**src/design/hhst_pkg.sv**
```systemverilog
// Shared types and constants for the HTTP header span tokenizer.
// Used by the front end, job queue, back end, top level and checker.
`default_nettype none

package hhst_pkg;

  localparam int unsigned MAX_BUFFER_BYTES = 65535;
  localparam int unsigned START_TOKENS     = 3;
  localparam int unsigned JOB_DEPTH        = 4;

  localparam logic [7:0] CHAR_SP    = 8'h20;
  localparam logic [7:0] CHAR_LF    = 8'h0a;
  localparam logic [7:0] CHAR_CR    = 8'h0d;
  localparam logic [7:0] CHAR_COLON = 8'h3a;

  typedef enum logic [2:0] {
    REC_HEADER   = 3'd0,
    REC_METHOD   = 3'd1,
    REC_URI      = 3'd2,
    REC_PROTOCOL = 3'd3,
    REC_SUMMARY  = 3'd4
  } rec_kind_e;

  // One unit of work from the front end: an optional header-line record and,
  // on the final byte, a snapshot of the start-line tokens and the summary.
  typedef struct packed {
    logic             has_hdr;
    logic             has_final;
    logic [15:0]      key_start;
    logic [15:0]      key_length;
    logic [15:0]      val_start;
    logic [15:0]      val_length;
    logic [2:0][15:0] tok_start;
    logic [2:0][15:0] tok_length;
    logic [15:0]      hdr_length;
    logic             too_long;
  } job_t;

endpackage

`default_nettype wire

```
**src/design/hhst_front.sv**
```systemverilog
// Front end: byte-by-byte parser state and job generation.
// Depends on hhst_pkg.
`default_nettype none

module hhst_front
  import hhst_pkg::*;
#(
  parameter int unsigned MaxBufferBytes = MAX_BUFFER_BYTES,
  parameter int unsigned StartTokens    = START_TOKENS
) (
  input  logic       clk_i,
  input  logic       rst_ni,
  input  logic       accept_i,
  input  logic [7:0] data_byte_i,
  input  logic       final_byte_i,
  output logic       job_wr_o,
  output job_t       job_o
);

  localparam logic [15:0] OffsetCap =
    (MaxBufferBytes < 65535) ? 16'(MaxBufferBytes) : 16'hFFFF;
  localparam logic [1:0] LastTok = 2'(StartTokens - 1);

  typedef enum logic [2:0] {
    PH_SKIP_TOK  = 3'd0,
    PH_IN_TOK    = 3'd1,
    PH_IN_NAME   = 3'd2,
    PH_SKIP_VAL  = 3'd3,
    PH_IN_VAL    = 3'd4
  } phase_e;

  typedef struct packed {
    logic        hit;
    logic [15:0] value;
  } sat_t;

  function automatic sat_t sat_inc(logic [15:0] v);
    sat_t r;
    r.hit   = (v >= OffsetCap);
    r.value = r.hit ? OffsetCap : v + 16'd1;
    return r;
  endfunction

  phase_e           phase_q, phase_d;
  logic [1:0]       tok_num_q, tok_num_d;
  logic [15:0]      offset_q, offset_d;
  logic [7:0]       prev_q, prev_d;
  logic [2:0][15:0] tok_start_q, tok_start_d;
  logic [2:0][15:0] tok_len_q, tok_len_d;
  logic [15:0]      name_start_q, name_start_d;
  logic [15:0]      name_len_q, name_len_d;
  logic [15:0]      val_start_q, val_start_d;
  logic [15:0]      val_len_q, val_len_d;
  logic [15:0]      hdr_bytes_q, hdr_bytes_d;
  logic             finished_q, finished_d;
  logic             sat_q, sat_d;

  logic        rec_valid;
  logic [15:0] rec_val_len;
  sat_t        off_inc, tok_inc, name_inc, val_inc;
  logic        hit;

  always_comb begin
    phase_d      = phase_q;
    tok_num_d    = tok_num_q;
    offset_d     = offset_q;
    prev_d       = prev_q;
    tok_start_d  = tok_start_q;
    tok_len_d    = tok_len_q;
    name_start_d = name_start_q;
    name_len_d   = name_len_q;
    val_start_d  = val_start_q;
    val_len_d    = val_len_q;
    hdr_bytes_d  = hdr_bytes_q;
    finished_d   = finished_q;
    rec_valid    = 1'b0;
    rec_val_len  = '0;
    hit          = 1'b0;

    off_inc  = sat_inc(offset_q);
    tok_inc  = sat_inc(tok_len_q[tok_num_q]);
    name_inc = sat_inc(name_len_q);
    val_inc  = sat_inc(val_len_q);

    if (!finished_q) begin
      unique case (phase_q)
        PH_SKIP_TOK: begin
          if (data_byte_i != CHAR_SP) begin
            phase_d                = PH_IN_TOK;
            tok_start_d[tok_num_q] = offset_q;
            tok_len_d[tok_num_q]   = '0;
          end
        end
        PH_IN_TOK: begin
          tok_len_d[tok_num_q] = tok_inc.value;
          hit                  = tok_inc.hit;
          if (data_byte_i == CHAR_SP) begin
            // Only the last token may swallow further spaces.
            if (tok_num_q < LastTok) begin
              phase_d   = PH_SKIP_TOK;
              tok_num_d = tok_num_q + 2'd1;
            end
          end else if (data_byte_i == CHAR_LF) begin
            if (tok_inc.value != '0 && prev_q == CHAR_CR) begin
              tok_len_d[tok_num_q] = tok_inc.value - 16'd1;
            end
            name_start_d = off_inc.value;
            name_len_d   = '0;
            hdr_bytes_d  = off_inc.value;
            hit          = hit | off_inc.hit;
            phase_d      = PH_IN_NAME;
          end
        end
        PH_IN_NAME: begin
          if (data_byte_i == CHAR_COLON) begin
            phase_d = PH_SKIP_VAL;
          end else if (data_byte_i == CHAR_LF) begin
            hdr_bytes_d = off_inc.value;
            hit         = off_inc.hit;
            finished_d  = 1'b1;
          end else begin
            name_len_d = name_inc.value;
            hit        = name_inc.hit;
          end
        end
        PH_SKIP_VAL: begin
          if (data_byte_i != CHAR_SP) begin
            val_start_d = offset_q;
            val_len_d   = '0;
            phase_d     = PH_IN_VAL;
          end
        end
        default: begin
          val_len_d = val_inc.value;
          hit       = val_inc.hit;
          if (data_byte_i == CHAR_LF) begin
            rec_val_len = val_inc.value;
            if (val_inc.value != '0 && prev_q == CHAR_CR) begin
              rec_val_len = val_inc.value - 16'd1;
            end
            val_len_d    = rec_val_len;
            rec_valid    = 1'b1;
            name_start_d = off_inc.value;
            name_len_d   = '0;
            hit          = hit | off_inc.hit;
            phase_d      = PH_IN_NAME;
          end
        end
      endcase
      prev_d   = data_byte_i;
      offset_d = off_inc.value;
      hit      = hit | off_inc.hit;
    end
    sat_d = sat_q | hit;
  end

  always_comb begin
    job_o.has_hdr    = rec_valid;
    job_o.has_final  = final_byte_i;
    job_o.key_start  = name_start_q;
    job_o.key_length = name_len_q;
    job_o.val_start  = val_start_q;
    job_o.val_length = rec_val_len;
    job_o.tok_start  = tok_start_d;
    job_o.tok_length = tok_len_d;
    job_o.hdr_length = (tok_len_d[0] == '0 || tok_len_d[1] == '0) ? '0 : hdr_bytes_d;
    job_o.too_long   = sat_d;
    job_wr_o         = accept_i && (rec_valid || final_byte_i);
  end

  always_ff @(posedge clk_i or negedge rst_ni) begin
    if (!rst_ni) begin
      phase_q      <= PH_SKIP_TOK;
      tok_num_q    <= '0;
      offset_q     <= '0;
      prev_q       <= '0;
      tok_start_q  <= '0;
      tok_len_q    <= '0;
      name_start_q <= '0;
      name_len_q   <= '0;
      val_start_q  <= '0;
      val_len_q    <= '0;
      hdr_bytes_q  <= '0;
      finished_q   <= 1'b0;
      sat_q        <= 1'b0;
    end else if (accept_i) begin
      if (final_byte_i) begin
        // The final byte of a buffer returns the parser to its idle state.
        phase_q      <= PH_SKIP_TOK;
        tok_num_q    <= '0;
        offset_q     <= '0;
        prev_q       <= '0;
        tok_start_q  <= '0;
        tok_len_q    <= '0;
        name_start_q <= '0;
        name_len_q   <= '0;
        val_start_q  <= '0;
        val_len_q    <= '0;
        hdr_bytes_q  <= '0;
        finished_q   <= 1'b0;
        sat_q        <= 1'b0;
      end else begin
        phase_q      <= phase_d;
        tok_num_q    <= tok_num_d;
        offset_q     <= offset_d;
        prev_q       <= prev_d;
        tok_start_q  <= tok_start_d;
        tok_len_q    <= tok_len_d;
        name_start_q <= name_start_d;
        name_len_q   <= name_len_d;
        val_start_q  <= val_start_d;
        val_len_q    <= val_len_d;
        hdr_bytes_q  <= hdr_bytes_d;
        finished_q   <= finished_d;
        sat_q        <= sat_d;
      end
    end
  end

endmodule

`default_nettype wire

```
**src/design/hhst_jobq.sv**
```systemverilog
// Short job queue between the parser front end and the record back end.
// Depends on hhst_pkg.
`default_nettype none

module hhst_jobq
  import hhst_pkg::*;
#(
  parameter int unsigned Depth = JOB_DEPTH
) (
  input  logic clk_i,
  input  logic rst_ni,
  input  logic wr_i,
  input  job_t wr_job_i,
  output logic full_o,
  input  logic rd_i,
  output logic valid_o,
  output job_t rd_job_o
);

  localparam int unsigned PtrW = (Depth > 1) ? $clog2(Depth) : 1;

  job_t            mem_q [Depth];
  logic [PtrW-1:0] wr_ptr_q, rd_ptr_q;
  logic [PtrW:0]   count_q;

  assign full_o   = (count_q == (PtrW + 1)'(Depth));
  assign valid_o  = (count_q != '0);
  assign rd_job_o = mem_q[rd_ptr_q];

  always_ff @(posedge clk_i) begin
    if (wr_i) begin
      mem_q[wr_ptr_q] <= wr_job_i;
    end
  end

  always_ff @(posedge clk_i or negedge rst_ni) begin
    if (!rst_ni) begin
      wr_ptr_q <= '0;
      rd_ptr_q <= '0;
      count_q  <= '0;
    end else begin
      if (wr_i) begin
        wr_ptr_q <= (wr_ptr_q == PtrW'(Depth - 1)) ? '0 : wr_ptr_q + PtrW'(1);
      end
      if (rd_i) begin
        rd_ptr_q <= (rd_ptr_q == PtrW'(Depth - 1)) ? '0 : rd_ptr_q + PtrW'(1);
      end
      count_q <= count_q + (PtrW + 1)'(wr_i) - (PtrW + 1)'(rd_i);
    end
  end

endmodule

`default_nettype wire

```
**src/design/hhst_back.sv**
```systemverilog
// Back end: expands queued jobs into span records in the output register, one per
// cycle while that register is empty or popped. Depends on hhst_pkg.
`default_nettype none

module hhst_back
  import hhst_pkg::*;
(
  input  logic        clk_i,
  input  logic        rst_ni,
  input  logic        job_valid_i,
  input  job_t        job_i,
  output logic        job_rd_o,
  input  logic        pop,
  output logic        empty,
  output logic [2:0]  record_kind_o,
  output logic [15:0] key_start_o,
  output logic [15:0] key_length_o,
  output logic [15:0] span_start_o,
  output logic [15:0] span_length_o,
  output logic [15:0] header_length_o,
  output logic        too_long_o,
  output logic        run_end_o
);

  rec_kind_e   step_q, step_d, cur;
  logic        out_valid_q;
  logic        load, last_rec;
  logic [2:0]  kind_q;
  logic [15:0] ks_q, kl_q, ss_q, sl_q, hl_q;
  logic        tl_q, re_q;
  logic [15:0] ks_d, kl_d, ss_d, sl_d, hl_d;
  logic        tl_d;

  assign load = job_valid_i && (!out_valid_q || pop);

  always_comb begin
    // A job without a header record starts straight at the method record.
    cur = (step_q == REC_HEADER && !job_i.has_hdr) ? REC_METHOD : step_q;
    last_rec = (cur == REC_HEADER && !job_i.has_final) || cur == REC_SUMMARY;
    step_d = last_rec ? REC_HEADER : rec_kind_e'(cur + 3'd1);
    ks_d = '0;
    kl_d = '0;
    ss_d = '0;
    sl_d = '0;
    hl_d = '0;
    tl_d = 1'b0;
    unique case (cur)
      REC_HEADER: begin
        ks_d = job_i.key_start;
        kl_d = job_i.key_length;
        ss_d = job_i.val_start;
        sl_d = job_i.val_length;
      end
      REC_METHOD: begin
        ss_d = job_i.tok_start[0];
        sl_d = job_i.tok_length[0];
      end
      REC_URI: begin
        ss_d = job_i.tok_start[1];
        sl_d = job_i.tok_length[1];
      end
      REC_PROTOCOL: begin
        ss_d = job_i.tok_start[2];
        sl_d = job_i.tok_length[2];
      end
      REC_SUMMARY: begin
        hl_d = job_i.hdr_length;
        tl_d = job_i.too_long;
      end
      default: begin
        hl_d = '0;
      end
    endcase
  end

  assign job_rd_o = load && last_rec;

  always_ff @(posedge clk_i or negedge rst_ni) begin
    if (!rst_ni) begin
      step_q      <= REC_HEADER;
      out_valid_q <= 1'b0;
    end else begin
      if (load) begin
        step_q <= step_d;
      end
      if (load) begin
        out_valid_q <= 1'b1;
      end else if (pop) begin
        out_valid_q <= 1'b0;
      end
    end
  end

  always_ff @(posedge clk_i) begin
    if (load) begin
      kind_q <= cur;
      ks_q   <= ks_d;
      kl_q   <= kl_d;
      ss_q   <= ss_d;
      sl_q   <= sl_d;
      hl_q   <= hl_d;
      tl_q   <= tl_d;
      re_q   <= last_rec;
    end
  end

  assign empty           = !out_valid_q;
  assign record_kind_o   = kind_q;
  assign key_start_o     = ks_q;
  assign key_length_o    = kl_q;
  assign span_start_o    = ss_q;
  assign span_length_o   = sl_q;
  assign header_length_o = hl_q;
  assign too_long_o      = tl_q;
  assign run_end_o       = re_q;

endmodule

`default_nettype wire

```
**src/design/http_header_span_tokenizer_unit.sv**
```systemverilog
// A job enters the job queue and is expanded into the back end's output register.
// Throughput: one byte per cycle while full is low; a final byte expands into four or five
// records that leave one per cycle while popped, absorbed by a four-entry job queue before full rises.
// Reset: asynchronous, active low; parser, queue and output valid flag clear at once.
// Top level of the HTTP header span tokenizer; depends on hhst_pkg, hhst_front,
// hhst_jobq and hhst_back.
`default_nettype none

module http_header_span_tokenizer_unit
  import hhst_pkg::*;
#(
  parameter int unsigned MaxBufferBytes = MAX_BUFFER_BYTES,
  parameter int unsigned StartTokens    = START_TOKENS
) (
  input  logic        clk_i,
  input  logic        rst_ni,
  input  logic        push,
  output logic        full,
  input  logic [7:0]  data_byte_i,
  input  logic        final_byte_i,
  output logic        empty,
  input  logic        pop,
  output logic [2:0]  record_kind_o,
  output logic [15:0] key_start_o,
  output logic [15:0] key_length_o,
  output logic [15:0] span_start_o,
  output logic [15:0] span_length_o,
  output logic [15:0] header_length_o,
  output logic        too_long_o,
  output logic        run_end_o
);

  logic accept;
  logic job_wr, job_rd, job_valid;
  job_t wr_job, rd_job;

  assign accept = push && !full;

  hhst_front #(
    .MaxBufferBytes(MaxBufferBytes),
    .StartTokens   (StartTokens)
  ) u_front (
    .clk_i       (clk_i),
    .rst_ni      (rst_ni),
    .accept_i    (accept),
    .data_byte_i (data_byte_i),
    .final_byte_i(final_byte_i),
    .job_wr_o    (job_wr),
    .job_o       (wr_job)
  );

  hhst_jobq #(
    .Depth(JOB_DEPTH)
  ) u_jobq (
    .clk_i   (clk_i),
    .rst_ni  (rst_ni),
    .wr_i    (job_wr),
    .wr_job_i(wr_job),
    .full_o  (full),
    .rd_i    (job_rd),
    .valid_o (job_valid),
    .rd_job_o(rd_job)
  );

  hhst_back u_back (
    .clk_i          (clk_i),
    .rst_ni         (rst_ni),
    .job_valid_i    (job_valid),
    .job_i          (rd_job),
    .job_rd_o       (job_rd),
    .pop            (pop),
    .empty          (empty),
    .record_kind_o  (record_kind_o),
    .key_start_o    (key_start_o),
    .key_length_o   (key_length_o),
    .span_start_o   (span_start_o),
    .span_length_o  (span_length_o),
    .header_length_o(header_length_o),
    .too_long_o     (too_long_o),
    .run_end_o      (run_end_o)
  );

endmodule

`default_nettype wire

```
**config.mk**
```make
export PLATFORM = sky130hd
export DESIGN_NAME = http_header_span_tokenizer_unit
export DESIGN_NICKNAME = d
export VERILOG_FILES = /design/src/design/hhst_pkg.sv /design/src/design/hhst_front.sv /design/src/design/hhst_jobq.sv /design/src/design/hhst_back.sv /design/src/design/http_header_span_tokenizer_unit.sv
export SDC_FILE = /design/constraint.sdc
export NUM_CORES = 1
export LEC_CHECK = 0
export ABC_AREA = 1
export BUFFER_PORTS_ARGS = -buffer_cell sky130_fd_sc_hd__buf_2
export CELL_PAD_IN_SITES_DETAIL_PLACEMENT = 0
export CELL_PAD_IN_SITES_GLOBAL_PLACEMENT = 2
export CORE_UTILIZATION = 30
export CTS_BUF_LIST = sky130_fd_sc_hd__clkbuf_4 sky130_fd_sc_hd__clkbuf_8 sky130_fd_sc_hd__clkbuf_16
export CTS_CLUSTER_SIZE = 40
export DETAILED_ROUTE_END_ITERATION = 12
export PLACE_DENSITY_LB_ADDON = 0.1
export SLEW_MARGIN = 20
export SYNTH_ARGS = -nofsm -noshare
export SYNTH_HDL_FRONTEND = slang
export SYNTH_HIERARCHICAL = 1
export SYNTH_SLANG_ARGS = --single-unit
```
**constraint.sdc**
```tcl
create_clock -name clk_i -period 6.9 [get_ports clk_i]
set_input_delay 0.69 -clock clk_i [delete_from_list [all_inputs] [get_ports clk_i]]
set_output_delay 0.69 -clock clk_i [all_outputs]
set_load 0.02 [all_outputs]
```
[After elaboration in Yosys (flattened, before gate mapping)]
Memories as Yosys holds them, arrays and structs flattened.
Cells that the tools add are included.
Storage, ports and cells
  register bits after elaboration: 303
  RAM bits: 716
  bits of input ports: 13
  output and inout bits: 87
  word-level logic and storage cells: 222
  memories: 1
Memories
  u_jobq.mem_q: words 4, width 179, read ports 1, clocked after memory_dff 0, write ports 1, RTL line hhst_jobq.sv:22  | job_t mem_q [Depth];
Operators by class
  add/subtract/negate cells: 12
  $lt $le $gt $ge: 7
  equality and inequality tests: 26
  mux-type cells: 98
  bitwise logic cells: 6
  reductions and logical operators: 42
Operators with widths (count)
  $mux 16: 36
  $mux 48: 10
  $bwmux 48: 3
  $pmux 16 s4: 2
  $pmux 16 s2: 3
  $pmux 48 s2: 1
  $add 16x1->16 const B: 4
  $ge 16x16->1 const B: 4
  $and 48x48->48: 1
  $not 48->48: 1
  $pmux 16 s3: 1
  $bmux 16 s2: 1
  $demux 16 s2: 1
  $logic_not 16->1: 2
  $reduce_bool 16->1: 2
  $sub 16x1->16 const B: 2
  $mux 3: 10
  $mux 1: 19
  $eq 8x4->1 const B: 2
  $eq 8x6->1 const B: 2
  $mux 8: 2
  $mux 2: 7
  $eq 3x2->1 const B: 4
  $pmux 3 s4: 1
  31 further kinds: 70

[Logic depth before layout (Yosys ltp)]
  depth in word-level cells: 14
  depth in mapped cells: 37
  mapped depth without buffers: 32

[By module]
The synthesis kept the hierarchy.
Modules (own cells, without submodules)
  hhst_jobq: instances 1, cells each 2855, area each 30493.0 µm², seq. area each 21675.8 µm²
  hhst_front: instances 1, cells each 2061, area each 14291.2 µm², seq. area each 5180.0 µm²
  hhst_back: instances 1, cells each 514, area each 4549.4 µm², seq. area each 2652.5 µm²
  http_header_span_tokenizer_unit: instances 1, cells each 2, area each 10.0 µm², seq. area each 0.0 µm²

[Worst setup path after synthesis]
Ideal clock, no wire load.
  kind: input port to flip-flop
  start point: input data_byte_i[0]
  end point: memory u_jobq/mem_q[0][0] (netlist name) (enable)
  setup time: 0.531 ns
  arrival time: 5.524 ns
  data required time: 6.369 ns
  path slack: 0.845 ns
  stages on the path: 7
  buffers on the path: 0
  path through: nor4_1 > nand4_1 > clkinv_1 > nand2_1 > a21oi_1 > nand2_1 > inv_1
Between the ends
  longest elaborated chain between the ends: 8
RTL lines
  start, declared: RTL line http_header_span_tokenizer_unit.sv:19  | input logic [7:0] data_byte_i,
  $eq 8x4->1: RTL line hhst_front.sv:136  | if (data_byte_i == CHAR_LF) begin
  $mux 1: RTL line hhst_front.sv:136
  $mux 1: RTL line hhst_front.sv:86  | unique case (phase_q)
  $mux 1: RTL line hhst_front.sv:85  | if (!finished_q) begin
  $logic_or 1x1->1: RTL line hhst_front.sv:168  | job_wr_o = accept_i && (rec_valid || final_byte_i);
  $logic_and 1x1->1: RTL line hhst_front.sv:168
  via job_wr: RTL line http_header_span_tokenizer_unit.sv:34  | logic job_wr, job_rd, job_valid;
  $mux 1: RTL line hhst_jobq.sv:31  | if (wr_i) begin
  $mux 1 (implied by the code): RTL line hhst_jobq.sv:32  | mem_q[wr_ptr_q] <= wr_job_i;
  end, declared: RTL line hhst_jobq.sv:22
The timed path passes the listed nets, and every way through them passes these cells.

==> results.json <==
{
  "antenna_found_initial": 7,
  "grt_pass1_vias": 34544,
  "clockBufferDepth": 3,
  "ios": 100,
  "seqPwrFrac_pct": 34.3,
  "swShare_pct": 41.7,
  "initial_core_util_pct": 30.3,
  "pwr-share-comb_pct": 39.1,
  "die_y_um": 408,
  "synth_adder_area_share_pct": 0.522,
  "synthSimpleGateAreaFrac_pct": 21.4,
  "synth-compound-area-share_pct": 5.91,
  "drv_cap": 0,
  "yosys-top-cells-count": "1473 x nand2_1, 1111 x inv_1, 801 x edfxtp_1",
  "slew_violations": 0,
  "slew_headroom_pct": 32.0,
  "synth_cell_types": 60,
  "grt_pass1_wl_mm": 238,
  "p_int_uw": 15500,
  "finalSetupViolations": 0,
  "synth_xor_area_share_pct": 0.834,
  "synth_area_leaders": "edfxtp_1 49%, nand2_1 11%, dfrtp_1 11%",
  "synth_area_mm2": 0.0493,
  "status": "finished, final reports clean",
  "cp_data_arrival_time_ns": 6.23,
  "p_leak_uw": 0.0258,
  "avgSynthCellArea_um2": 9.08,
  "synth_top_family_by_area": "simple AND/OR/NAND/NOR gates",
  "irDropWorstVdd_mv": 0.382,
  "syn_to_final_growth_pct": 14.5,
  "numClockSinks": 1019,
  "cts_root_buffer": "clkbuf_16",
  "vias": 35083,
  "crit_path_start_kind": "flip-flop",
  "yosysWarnings": 6,
  "synthFlopType": "edfxtp_1",
  "synth-edff-count": 801,
  "route.detailed.drc": 0,
  "yosys-mux-area-fraction_pct": 0,
  "htreeDepth": 4,
  "async_flop_share_pct": 21.4,
  "drtIter0Drc": 2216,
  "ys_seq_elements": 1019,
  "coreArea_mm2": 0.163,
  "synth_cells": 5432,
  "end_kind": "flip-flop",
  "post_cts_resized": 0,
  "clk_latency_ns": 0.75,
  "firstDrtPassIters": 8,
  "numCtsBuffers": 130,
  "hold_class": "in2reg",
  "p_clk_share_pct": 26.6,
  "crit_type": "reg2reg",
  "cpPeakStageDelay_ns": 0.90,
  "grt_overflow": 0,
  "worst_pin_slew_ns": 1.02,
  "path_clk_slew_ns": 0.05,
  "hpwlAfterDp_mm": 100,
  "port_buffers": 99,
  "wire_per_inst_um": 20.8,
  "hold_ws_ns": 0.223,
  "viasPerCell": 4.52,
  "grt_max_degree": 149,
  "rsz0062_at_grt": "false",
  "drive_above_1_share_pct": 9.76,
  "wl_mm": 161,
  "setup_tns_ns": 0,
  "p_sw_uw": 11100,
  "die_area_mm2": 0.166,
  "rows": 148,
  "final_nets": 5518,
  "path_common_cell": "nor2_1",
  "die_w_um": 408,
  "synth.most_common_cell": "nand2_1",
  "fin_crit_sh_pct": 83.8,
  "track_usage_pct": 19.3,
  "max_freq_ghz": 0.173,
  "power_density_mw_per_mm2": 470,
  "crit_required_ns": 7.35,
  "finalWeightedCongestion": 0.845,
  "skew_ns": 0.0217,
  "worstPathMaxFanout": 20,
  "tritoncts": "built",
  "antenna_left": 0,
  "synth_fp_nets": 5465,
  "synth_top_area_share_pct": 48.7,
  "seq_area_frac_synth_pct": 59.8,
  "final-hold-violation-count": 0,
  "synth_area_leader_cell": "edfxtp_1",
  "slowest_stage": "dfrtp_1",
  "fin_crit_ns": 5.78
}
layout by cell type, fill, tap and decap left out, types with 11 or more instances in the layout:
cell type and instances:
xor2_1 42, o21ai_1 15, dfrtp_1 214, nand3_1 486, inv_1 1106, o22ai_1 90, buf_2 98, a21oi_1 81
clkinv_1 18, o21ai_0 214, clkbuf_16 137, buf_4 69, ha_1 18, nor2_1 295, o211ai_1 37, a22o_1 14
clkbuf_4 40, nor2_2 14, nor4_1 11, nand2_2 35, clkinv_2 16, nor3_1 23, nor2_4 20, nand2_1 1469
a211oi_1 14, nand4_1 59, clkbuf_8 21, edfxtp_1 801
cell families after synthesis:
logic type,Yosys count
AO/OA/AOI/OAI,500
XOR/XNOR,47
adder cells (fa/ha/maj),20
buffers and inverters,1390
flip-flops,1019
AND/OR/NAND/NOR,2456
worst paths after layout:
| kind | startpoint | slack (ns) | cells after the start | to |
|---|---|---|---|---|
| setup / recovery | u_front/tok_num_q[0] | 1.12 | 32 | u_jobq/mem_q[2][1] |
| hold / removal | pop | 0.22 | 4 | u_back/out_valid_q |
| setup reg to reg | u_front/tok_num_q[0] | 1.12 | 32 | u_jobq/mem_q[2][1] |
| hold reg to reg | u_front/prev_q[7] | 0.48 | 2 | u_front/prev_q[7] |
| max in group asynchronous | rst_ni | 5.32 | 3 | u_back/step_q[2] |
| min in group asynchronous | rst_ni | 0.41 | 2 | u_front/val_len_q[8] |
through the flow:
stage                     cell area [um2]  instances  utilization (%)  power (uW)  setup WS, ns
after floorplan                     49300       5432                -       16000         0.845
after global placement              52000       7527             31.9       19900          1.07
after detailed placement            52000       7527             31.9       19900          1.12
after CTS                           56500       7769             34.7       27100          1.06
after global routing                56500       7769             34.7       28300         0.685
final                               56500       7770             34.7       26600          1.12
power by group through the flow:
stage | sequential [uW] | clock [uW] | combinational (uW)
3_5_place_dp | 9240 | 0 | 10600
3_3_place_gp | 9250 | 0 | 10700
4_1_cts | 9130 | 7300 | 10600
2_1_floorplan | 9420 | 0 | 6600
6_report | 9110 | 7070 | 10400
5_1_grt | 9240 | 7520 | 11600
repair_timing:
action,4_1_cts,5_1_grt
setup endpoints to repair,0,0
setup buffers,0,0
hold buffers,1,0
hold endpoints to repair,32,0
flip-flops by register name (all words and copies together), names as in the netlist, 3 cells and up:
register,count
u_front/val_len_q,16
u_back/span_length_o,16
u_jobq/mem_q,716
u_back/span_start_o,16
u_front/name_len_q,16
u_front/prev_q,8
u_front/hdr_bytes_q,16
u_back/key_start_o,16
u_front/tok_len_q,48
u_front/offset_q,16
u_back/step_q,3
u_front/tok_start_q,48
u_jobq/count_q,3
u_front/phase_q,3
u_back/record_kind_o,3
u_front/val_start_q,16
u_back/header_length_o,16
u_front/name_start_q,16
u_back/key_length_o,16
worst max-delay path: cells and delay by family (launching register included):
family	cells	cell delay (ns)
adders and majority gates	2	0.41
and+or+nand+nor	24	3.23
buffers and inverters	6	0.86
DFF	1	0.90
layout make-up:
| class | instances | area (um2) |
|---|---|---|
| fill | 16793 | 106000 |
| sequential | 1019 | 29500 |
| multi-input combinational | 3023 | 14200 |
| inverter | 1132 | 4310 |
| clock buffer | 198 | 4020 |
| tap | 2175 | 2720 |
| timing repair buffer | 179 | 1230 |
| clock inverter | 43 | 514 |
| antenna | 1 | 2.50 |
routing by layer:
layer,GRT usage (%),wire length (um),vias up
li1,-,-,17439
met5,0,0,-
met3,2.45,5230,158
met4,4.06,2680,0
met2,33.0,78300,558
met1,26.1,75100,16928
(Power assumes the default switching activity.)
